$ cat src/design/dkdi_pkg.sv
// Shared types and constants for the dual-kernel dot product interpolator.
// Used by dkdi_ctrl, dkdi_datapath and dual_kernel_dot_interpolate.
package dkdi_pkg;

    localparam int KERNEL_SIZE = 32;
    localparam int TAP_W       = $clog2(KERNEL_SIZE);

    localparam int SAMPLE_W = 16;
    localparam int COEF_W   = 16;
    localparam int FACTOR_W = 16;
    localparam int PROD_W   = SAMPLE_W + COEF_W;
    localparam int ACC_W    = 40;
    localparam int DIFF_W   = ACC_W + 1;
    localparam int BLEND_W  = DIFF_W + FACTOR_W + 1;
    localparam int FRAC_SH  = 31;
    localparam int RES_W    = 21;
    localparam int ROUND_W  = BLEND_W - FRAC_SH;

    localparam int IN_DATA_W  = 64;
    localparam int OUT_DATA_W = 24;

    typedef enum logic [2:0] {
        ST_IDLE,
        ST_ACC,
        ST_DIFF,
        ST_MUL,
        ST_OUT
    } state_t;

    typedef struct packed {
        logic capture;
        logic acc_en;
        logic diff_en;
        logic mul_en;
        logic out_load;
        logic clear;
    } cmd_t;

    typedef struct packed {
        logic out_busy;
    } status_t;

endpackage

$ cat src/design/dkdi_ctrl.sv
// Controller state machine and tap counter of the interpolator.
// Depends on dkdi_pkg; drives the command struct of dkdi_datapath.
module dkdi_ctrl (
    input  logic              aclk,
    input  logic              aresetn,
    input  logic              s_tvalid,
    output logic              s_tready,
    input  dkdi_pkg::status_t status,
    output dkdi_pkg::cmd_t    cmd
);

    dkdi_pkg::state_t            state_reg, state_next;
    logic [dkdi_pkg::TAP_W-1:0]  tap_count_reg, tap_count_next;
    logic                        last_tap;

    assign last_tap = (tap_count_reg == dkdi_pkg::TAP_W'(dkdi_pkg::KERNEL_SIZE - 1));

    always_ff @(posedge aclk) begin
        if (!aresetn) begin
            state_reg     <= dkdi_pkg::ST_IDLE;
            tap_count_reg <= '0;
        end else begin
            state_reg     <= state_next;
            tap_count_reg <= tap_count_next;
        end
    end

    always_comb begin
        state_next     = state_reg;
        tap_count_next = tap_count_reg;
        case (state_reg)
            dkdi_pkg::ST_IDLE: begin
                if (s_tvalid) state_next = dkdi_pkg::ST_ACC;
            end
            dkdi_pkg::ST_ACC: begin
                if (last_tap) begin
                    state_next     = dkdi_pkg::ST_DIFF;
                    tap_count_next = '0;
                end else begin
                    state_next     = dkdi_pkg::ST_IDLE;
                    tap_count_next = tap_count_reg + 1'b1;
                end
            end
            dkdi_pkg::ST_DIFF: state_next = dkdi_pkg::ST_MUL;
            dkdi_pkg::ST_MUL:  state_next = dkdi_pkg::ST_OUT;
            dkdi_pkg::ST_OUT: begin
                if (!status.out_busy) state_next = dkdi_pkg::ST_IDLE;
            end
            default: state_next = dkdi_pkg::ST_IDLE;
        endcase
    end

    always_comb begin
        cmd      = '0;
        s_tready = 1'b0;
        case (state_reg)
            dkdi_pkg::ST_IDLE: begin
                s_tready    = 1'b1;
                cmd.capture = s_tvalid;
            end
            dkdi_pkg::ST_ACC:  cmd.acc_en  = 1'b1;
            dkdi_pkg::ST_DIFF: cmd.diff_en = 1'b1;
            dkdi_pkg::ST_MUL:  cmd.mul_en  = 1'b1;
            dkdi_pkg::ST_OUT: begin
                // The result is loaded only once the output register is free.
                cmd.out_load = !status.out_busy;
                cmd.clear    = !status.out_busy;
            end
            default: cmd = '0;
        endcase
    end

    a_acc_after_capture: assert property (@(posedge aclk) disable iff (!aresetn)
        (state_reg == dkdi_pkg::ST_ACC) |-> $past(cmd.capture))
        else $error("accumulate step without a captured item");

    a_tap_in_range: assert property (@(posedge aclk) disable iff (!aresetn)
        tap_count_reg <= dkdi_pkg::TAP_W'(dkdi_pkg::KERNEL_SIZE - 1))
        else $error("tap counter beyond kernel size");

    a_no_overwrite: assert property (@(posedge aclk) disable iff (!aresetn)
        cmd.out_load |-> !status.out_busy)
        else $error("result loaded over a pending result");

    a_counter_cleared: assert property (@(posedge aclk) disable iff (!aresetn)
        (state_reg == dkdi_pkg::ST_DIFF) |-> (tap_count_reg == '0))
        else $error("tap counter not cleared after last tap");

endmodule

$ cat src/design/dkdi_datapath.sv
// Datapath of the interpolator: tap multipliers, accumulators, blend and rounding.
// Depends on dkdi_pkg; controlled by dkdi_ctrl through the command struct.
module dkdi_datapath (
    input  logic                                 aclk,
    input  logic                                 aresetn,
    input  dkdi_pkg::cmd_t                       cmd,
    output dkdi_pkg::status_t                    status,
    input  logic signed [dkdi_pkg::SAMPLE_W-1:0] sample,
    input  logic signed [dkdi_pkg::COEF_W-1:0]   coef_a,
    input  logic signed [dkdi_pkg::COEF_W-1:0]   coef_b,
    input  logic        [dkdi_pkg::FACTOR_W-1:0] interp_factor,
    output logic                                 m_tvalid,
    input  logic                                 m_tready,
    output logic signed [dkdi_pkg::RES_W-1:0]    result,
    output logic                                 saturated
);

    logic signed [dkdi_pkg::PROD_W-1:0]   prod_a_reg, prod_b_reg;
    logic        [dkdi_pkg::FACTOR_W-1:0] factor_reg;
    logic signed [dkdi_pkg::ACC_W-1:0]    acc_a_reg, acc_b_reg;
    logic signed [dkdi_pkg::DIFF_W-1:0]   diff_reg;
    logic signed [dkdi_pkg::BLEND_W-1:0]  blend_reg;
    logic signed [dkdi_pkg::BLEND_W-1:0]  total;
    logic signed [dkdi_pkg::ROUND_W-1:0]  rounded;
    logic                                 fits;
    logic signed [dkdi_pkg::RES_W-1:0]    res_next;
    logic                                 out_valid_reg;
    logic signed [dkdi_pkg::RES_W-1:0]    result_reg;
    logic                                 saturated_reg;

    always_ff @(posedge aclk) begin
        if (cmd.capture) begin
            prod_a_reg <= sample * coef_a;
            prod_b_reg <= sample * coef_b;
            factor_reg <= interp_factor;
        end
        if (cmd.diff_en) begin
            diff_reg <= dkdi_pkg::DIFF_W'(acc_b_reg) - dkdi_pkg::DIFF_W'(acc_a_reg);
        end
        if (cmd.mul_en) begin
            blend_reg <= dkdi_pkg::BLEND_W'(diff_reg) * $signed({1'b0, factor_reg});
        end
        if (cmd.out_load) begin
            result_reg    <= res_next;
            saturated_reg <= !fits;
        end
    end

    always_ff @(posedge aclk) begin
        if (!aresetn) begin
            acc_a_reg     <= '0;
            acc_b_reg     <= '0;
            out_valid_reg <= 1'b0;
        end else begin
            if (cmd.clear) begin
                acc_a_reg <= '0;
                acc_b_reg <= '0;
            end else if (cmd.acc_en) begin
                acc_a_reg <= acc_a_reg + dkdi_pkg::ACC_W'(prod_a_reg);
                acc_b_reg <= acc_b_reg + dkdi_pkg::ACC_W'(prod_b_reg);
            end
            if (cmd.out_load) begin
                out_valid_reg <= 1'b1;
            end else if (m_tready) begin
                out_valid_reg <= 1'b0;
            end
        end
    end

    // Blend in Q.46: acc_a * 2^16 + diff * f, plus half an output LSB for rounding.
    always_comb begin
        total = dkdi_pkg::BLEND_W'(acc_a_reg);
        total = (total <<< dkdi_pkg::FACTOR_W) + blend_reg
              + (dkdi_pkg::BLEND_W'(1) << (dkdi_pkg::FRAC_SH - 1));
        rounded = total[dkdi_pkg::BLEND_W-1:dkdi_pkg::FRAC_SH];
        fits = (rounded[dkdi_pkg::ROUND_W-1:dkdi_pkg::RES_W-1] == '0) ||
               (rounded[dkdi_pkg::ROUND_W-1:dkdi_pkg::RES_W-1] == '1);
        if (fits) begin
            res_next = rounded[dkdi_pkg::RES_W-1:0];
        end else if (rounded[dkdi_pkg::ROUND_W-1]) begin
            res_next = {1'b1, {(dkdi_pkg::RES_W-1){1'b0}}};
        end else begin
            res_next = {1'b0, {(dkdi_pkg::RES_W-1){1'b1}}};
        end
    end

    assign status.out_busy = out_valid_reg && !m_tready;
    assign m_tvalid        = out_valid_reg;
    assign result          = result_reg;
    assign saturated       = saturated_reg;

endmodule

$ cat src/design/dual_kernel_dot_interpolate.sv
// Top level of the dual-kernel dot product interpolator.
// Depends on dkdi_pkg, dkdi_ctrl and dkdi_datapath.
//
// Each input item is one tap: a Q1.15 sample and the matching Q1.15 coefficients
// of kernels A and B, plus a Q0.16 blend factor that is used only on the last tap.
// The block forms both dot products over KERNEL_SIZE taps; on the last tap it
// sends one result item sum_a + f*(sum_b - sum_a), rounded to Q.15 (ties up)
// and saturated to 21 bits, with a flag when clipping occurred. Then the tap
// counter and both accumulators clear for the next kernel.
// Each ordinary tap is captured (both 16x16 products) and then accumulated; no
// new tap is taken during the accumulate step. The last tap is followed by the
// difference, the 41x17 blend multiply and round/saturate steps in the datapath,
// and the round/saturate step waits while the output register is still busy.
// The result waits in an output register, and taps of the next kernel are
// taken while it waits. A further result is held back until the receiver has
// taken the previous one, and input stalls for that time.
// A synchronous low aresetn clears the counter, accumulators and output valid.
module dual_kernel_dot_interpolate (
    input  logic                                aclk,
    input  logic                                aresetn,
    input  logic                                s_tvalid,
    output logic                                s_tready,
    // [15:0] sample, [31:16] coef_a, [47:32] coef_b, [63:48] interp_factor
    input  logic [dkdi_pkg::IN_DATA_W-1:0]      s_tdata,
    output logic                                m_tvalid,
    input  logic                                m_tready,
    // [20:0] result, [21] saturated, [23:22] zero
    output logic [dkdi_pkg::OUT_DATA_W-1:0]     m_tdata
);

    dkdi_pkg::cmd_t                     cmd;
    dkdi_pkg::status_t                  status;
    logic signed [dkdi_pkg::RES_W-1:0]  result;
    logic                               saturated;

    dkdi_ctrl u_ctrl (
        .aclk     (aclk),
        .aresetn  (aresetn),
        .s_tvalid (s_tvalid),
        .s_tready (s_tready),
        .status   (status),
        .cmd      (cmd)
    );

    dkdi_datapath u_datapath (
        .aclk          (aclk),
        .aresetn       (aresetn),
        .cmd           (cmd),
        .status        (status),
        .sample        ($signed(s_tdata[15:0])),
        .coef_a        ($signed(s_tdata[31:16])),
        .coef_b        ($signed(s_tdata[47:32])),
        .interp_factor (s_tdata[63:48]),
        .m_tvalid      (m_tvalid),
        .m_tready      (m_tready),
        .result        (result),
        .saturated     (saturated)
    );

    assign m_tdata = {2'b00, saturated, result};

endmodule

$ cat config.mk
export PLATFORM = sky130hd
export DESIGN_NAME = dual_kernel_dot_interpolate
export DESIGN_NICKNAME = d
export VERILOG_FILES = /design/src/design/dkdi_pkg.sv /design/src/design/dkdi_ctrl.sv /design/src/design/dkdi_datapath.sv /design/src/design/dual_kernel_dot_interpolate.sv
export SDC_FILE = /design/constraint.sdc
export NUM_CORES = 2
export LEC_CHECK = 0
export ABC_AREA = 0
export BUFFER_PORTS_ARGS = -buffer_cell sky130_fd_sc_hd__buf_2
export CAP_MARGIN = 20
export CORE_ASPECT_RATIO = 0.8
export CORE_MARGIN = 2
export CORE_UTILIZATION = 50
export DETAILED_ROUTE_END_ITERATION = 12
export HOLD_SLACK_MARGIN = 0.15
export PLACE_DENSITY = 0.69
export SETUP_SLACK_MARGIN = 0.02
export SLEW_MARGIN = 20
export SYNTH_ARGS = -nofsm -noshare
export SYNTH_HDL_FRONTEND = slang
export SYNTH_SLANG_ARGS = --single-unit
$ cat constraint.sdc
create_clock -name aclk -period 6.7 [get_ports aclk]
set_input_delay 1.005 -clock aclk [delete_from_list [all_inputs] [get_ports aclk]]
set_output_delay 1.005 -clock aclk [all_outputs]
set_load 0.05 [all_outputs]
# == Word level (Yosys, flattened, before mapping) ==
# Index checks and enable logic that the tools add are counted.
# totals
regBits,290
inputBits,68
output_inout_bits,26
word_cells,55
# op_classes
addsub,6
multipliers,3
n_eq_ne,8
muxes,15
n_bitwise,1
reduce_logical,10
# ops
cell,n
$add 40x32->40,2
$mul 16x16->32,2
$add 56x58->58,1
$add 58x32->58 const B,1
$mul 41x17->58,1
$mux 21,2
$sub 40x40->41,1
$pmux 3 s5,1
$eq 7x7->1 const B,1
$logic_not 7->1,1
$mux 1,7
$eq 3x2->1 const B,2
$mux 3,2
$add 5x1->5 const B,1
$eq 5x5->1 const B,1
$mux 5,1
$mux 2,2
$ne 2x2->1 const B,2
$eq 3x1->1 const B,1
$eq 3x3->1 const B,1
$logic_not 1->1,3
$logic_not 3->1,1
$reduce_and 2->1,1
$reduce_bool 2->1,1
4 further kinds,4

# == Logic depth before layout (Yosys ltp) ==
# logic_depth
word_depth,5
ltp_mapped,27
ltp_nobuf,26

# == By module ==
# From an unflattened synthesis, not the netlist that was laid out.
# hier_totals
cells_unflattened,6286
hier_area_um2,58368.5
# modules_own_cells
module,n_inst,cells_per_inst,area_each_um2,seq_area_each_um2
dkdi_datapath,1,6234,57875.5,7176.9
dkdi_ctrl,1,48,466.7,160.2
dual_kernel_dot_interpolate,1,4,26.3,0.0

# == Least setup slack after synthesis ==
# OpenSTA, ideal clock, no wires.
# synth_path
path_kind,in2reg
startpoint,input s_tdata[33] in the netlist's numbering
endpoint,"register u_datapath.prod_b_reg[31] in the netlist's numbering, data pin"
setup_time_ns,0.260
arrival_ns,6.642
required_ns,6.440
slack_ns,-0.202
stages,25
n_path_buf,1
cell_sequence,clkbuf_1 -> nand2_1 -> inv_1 -> fa_1 -> inv_1 -> fa_1 -> inv_1 -> fa_1 -> fa_1 -> fa_1 -> inv_1 -> fa_1 -> inv_1 -> ha_1 -> a21o_1 -> a21o_1 -> a21o_1 -> a21o_1 -> a21o_1 -> a21oi_1 -> o211ai_1 -> a211oi_1 -> o21bai_1 -> a21oi_1 -> xnor2_1
# synth_between
elab_chain_len,1
# synth_lines
element,line_no,source
start: declaration,dual_kernel_dot_interpolate.sv:24,"input logic [dkdi_pkg::IN_DATA_W-1:0] s_tdata,"
$mul 16x16->32,dkdi_datapath.sv:34,prod_b_reg <= sample * coef_b;
end signal: assignment,dkdi_datapath.sv:34,
end: declaration,dkdi_datapath.sv:18,"logic signed [dkdi_pkg::PROD_W-1:0] prod_a_reg, prod_b_reg;"
# No other way between the ends.
# A chain may end at the register's enable or synchronous reset.

# == Final worst setup path ==
# layout_path
startpoint,register u_datapath.factor_reg[6] in the netlist's numbering
endpoint,"register u_datapath.blend_reg[51] in the netlist's numbering, data pin"
# layout_between
elab_chain_len,1
# layout_lines
element,line_no,source
start: declaration,dkdi_datapath.sv:19,logic [dkdi_pkg::FACTOR_W-1:0] factor_reg;
start signal: assignment,dkdi_datapath.sv:35,factor_reg <= interp_factor;
$mul 41x17->58,dkdi_datapath.sv:41,"blend_reg <= dkdi_pkg::BLEND_W'(diff_reg) * $signed({1'b0, factor_reg});"
end signal: assignment,dkdi_datapath.sv:41,
end: declaration,dkdi_datapath.sv:22,logic signed [dkdi_pkg::BLEND_W-1:0] blend_reg;
# No other way between the ends.

==> run summary <==
Status: complete, but fails checks
Failing checks: design-rule violations, negative setup slack
Final Wtd Congestion: 0.922
Measured slew at the worst slew-check pin: 0.930 ns
Core area: 0.115 mm²
Synth Register Bits: 274
Initial Utilization: 50.5%
Vias per cell: 5.30
Share of cells above drive strength 1: 12.1%
CTS Hold Bufs: 0
Largest net degree at the start of global routing: 83
Hold Path Class: flop to flop
CP Buf/Inv Count: 7
WL met3: 10500 µm
Highest routing layer actually used: met5
DP Wirelength: 123000 µm
R2R cell count: 24
Yosys warning count: 0
Largest delay contributor family on the critical path: adder cells
Final Critical Period: 6.78 ns
Main synth FF type: edfxtp_1
CTS tree: done
Critical Path RT: 7.02 ns
Post-Synth Adder-Cell Area: 50.1%
Die Span Y: 308 µm
Number of synthesized flops with an enable pin: 185
Tcrit/Tclk final: 101%
H-Tree Depth: 2
Inserted Clock Buffers: 34
Post-route setup TNS: -0.376 ns
Vias in the first global route: 46000
Clk_lat worst skew: 0.58 ns
Setup CP Type: flop to flop
Mean area per synthesized cell: 9.22 µm²
Hold Path Cell Cnt: 2
Post-synthesis sequential area ratio: 12.7%
WL final: 147000 µm
Port bufs: 91
Syn Std Cell Area: 0.0579 mm²
Max-slew headroom: 38.0%
Max reg flops: 42
Commonest cells after routing, fill and taps aside: inv_1, fa_1, nand2_1, ha_1, and2_1
DRT met1 WL: 65000 µm
Total Nets Final: 8400
Worst Skew: 0.0247 ns
Peak fanout along the critical path: 6
Initial antenna violation count: 4
Final worst slack: -0.0772 ns
DP Worst Slack: -0.782 ns
Final setup viols: 7
CTS max path bufs: 3
Post-Synth XOR/XNOR Area: 3.56%
Worst path arrival time: 7.10 ns
Initial drt markers: 2954
Max Fclk: 148 MHz
Gr usage total: 25.8%
1st-pass router iterations: 9
Critical Path Max Stage Delay: 0.53 ns
Crit path depth: 24
Slew Limit Fails: 0
Wire length on met2: 67300 µm
Post-Synth Simple-Gate Area: 14.6%
Sink Count: 274
CP Capture Type: flop
Synth Area in Compound Gates: 8.39%
Clk root buf: clkbuf_16
Worst-path clk slew: 0.06 ns
Post-synthesis mux area share: 0.0346%
Number of diodes: 0
Rows: 111
Worst-path cell chain: buf_12 -> buf_8 -> and2_4 -> fa_1 -> inv_1 -> fa_2 -> fa_2 -> fa_1 -> inv_1 -> fa_1 -> fa_1 -> ha_1 -> and4_1 -> nand3_2 -> o31ai_4 -> a21o_4 -> nand3b_1 -> a211oi_4 -> o21ai_1 -> buf_4 -> buf_6 -> o31a_1 -> buf_4 -> xnor2_2
Vias: 43700
Final Hold Fails: 0
Netlist cell types: 80
Worst path slowest cell: fa_2
Routed Antenna Nets: 0
Die W: 384 µm
CP dominant cell by count: fa_1
Largest family of logic cells by synthesized area: adder cells
DR DRC count: 3
Worst hold slack: 0.469 ns
First-pass GRT wire length: 243000 µm
GR Overflow Total: 0
RSZ-0062 raised after global routing: yes
I/O pin count: 94
Syn Inst Count: 6280
Max-cap violation count: 0
Wire per inst: 17.8 µm
Most common cell after layout, fill and taps aside: inv_1
Async SR Flop Fraction: 0%
Area grow syn2layout: 14.0%
Setup crit start kind: flop
Die area: 0.119 mm²
Final core utilization: 57.5%
[repair_timing]
action / in CTS / in global routing
resized for setup: 107 / 92
pin swaps: 76 / 50
setup endpoints to repair: 20 / 38
setup buffers: 18 / 6
[cells by family (layout without fill, tap and decap cells)]
group,Yosys count,count (layout)
AO/OA/AOI/OAI,753,753
adder cells (fa/ha/maj),1636,1636
buffers and inverters,1617,2058
XOR/XNOR,233,233
flip-flops,274,274
multiplexers,2,2
other,1,2
AND/OR/NAND/NOR,1764,1764
[routing by layer]
layer	vias up	GRT usage, %
met3	218	3.88
met4	4	6.44
met1	22100	37.2
met2	1299	40.7
met5	-	0
li1	20100	-
[worst register-to-register path, cell delays in order (launching register included)]
cell and delay, ns:
edfxtp_1 0.41, buf_12 0.17, buf_8 0.14, and2_4 0.14, fa_1 0.50, inv_1 0.06, fa_2 0.53, fa_2 0.44
fa_1 0.49, inv_1 0.06, fa_1 0.53, fa_1 0.43, ha_1 0.30, and4_1 0.19, nand3_2 0.11, o31ai_4 0.26
a21o_4 0.18, nand3b_1 0.20, a211oi_4 0.43, o21ai_1 0.11, buf_4 0.16, buf_6 0.12, o31a_1 0.30, buf_4 0.14
xnor2_2 0.11
[synthesized netlist by cell type (7+ instances only)]
cell	count	share of area, %
nor2_1	146	0.95
o31ai_1	16	0.21
nor3_1	42	0.36
inv_1	1389	9.0
nand3_1	49	0.42
ha_1	496	11
a21boi_0	14	0.18
o21a_1	52	0.67
nand2_1	862	5.6
o21bai_1	45	0.58
or4_1	8	0.10
a211oi_1	23	0.30
xnor2_1	166	2.5
and4_1	8	0.12
edfxtp_1	185	9.6
dfxtp_1	89	3.1
or2_2	10	0.11
nand4_1	28	0.30
a211o_1	9	0.14
fa_1	1140	39
a31oi_1	20	0.22
a21o_1	136	1.8
and2_1	478	5.2
clkbuf_1	221	1.4
nand2b_1	42	0.45
o211ai_1	15	0.19
o21ai_0	91	0.79
a21oi_1	263	2.3
and3_1	28	0.30
a221oi_1	7	0.11
xor2_1	66	1.0
nor2b_1	30	0.32
or3_1	11	0.12
[final cells by class]
cell class              count  area [µm²]
multi-input cells        4390       45100
repair buffers            607        5190
fillers                  9934       48700
well taps                1525        1910
flip-flops and latches    274        7340
inverters                1389        5210
clock inverters            11         139
clock buffers              51        1050
[final timing paths]
path                                        start                                    to  slack (ns)
min          u_ctrl.tap_count_reg[4]$_SDFFE_PN0N_  u_ctrl.tap_count_reg[4]$_SDFFE_PN0N_        0.47
max            u_datapath.factor_reg[6]$_DFFE_PP_    u_datapath.blend_reg[51]$_DFFE_PP_       -0.08
min reg2reg  u_ctrl.tap_count_reg[4]$_SDFFE_PN0N_  u_ctrl.tap_count_reg[4]$_SDFFE_PN0N_        0.47
max reg2reg    u_datapath.factor_reg[6]$_DFFE_PP_    u_datapath.blend_reg[51]$_DFFE_PP_       -0.08
[stage by stage]
| stage | std cells | instance area [µm²] |
|---|---|---|
| 2_1_floorplan | 6281 | 58000 |
| 3_3_place_gp | 8164 | 63800 |
| 3_5_place_dp | 8164 | 63800 |
| 4_1_cts | 8241 | 65500 |
| 5_1_grt | 8247 | 66000 |
| 6_report | 8247 | 66000 |
Power is left out: the tool's default activity adds up to more than one toggle a clock period on the data nets, which glitch-free logic cannot reach.
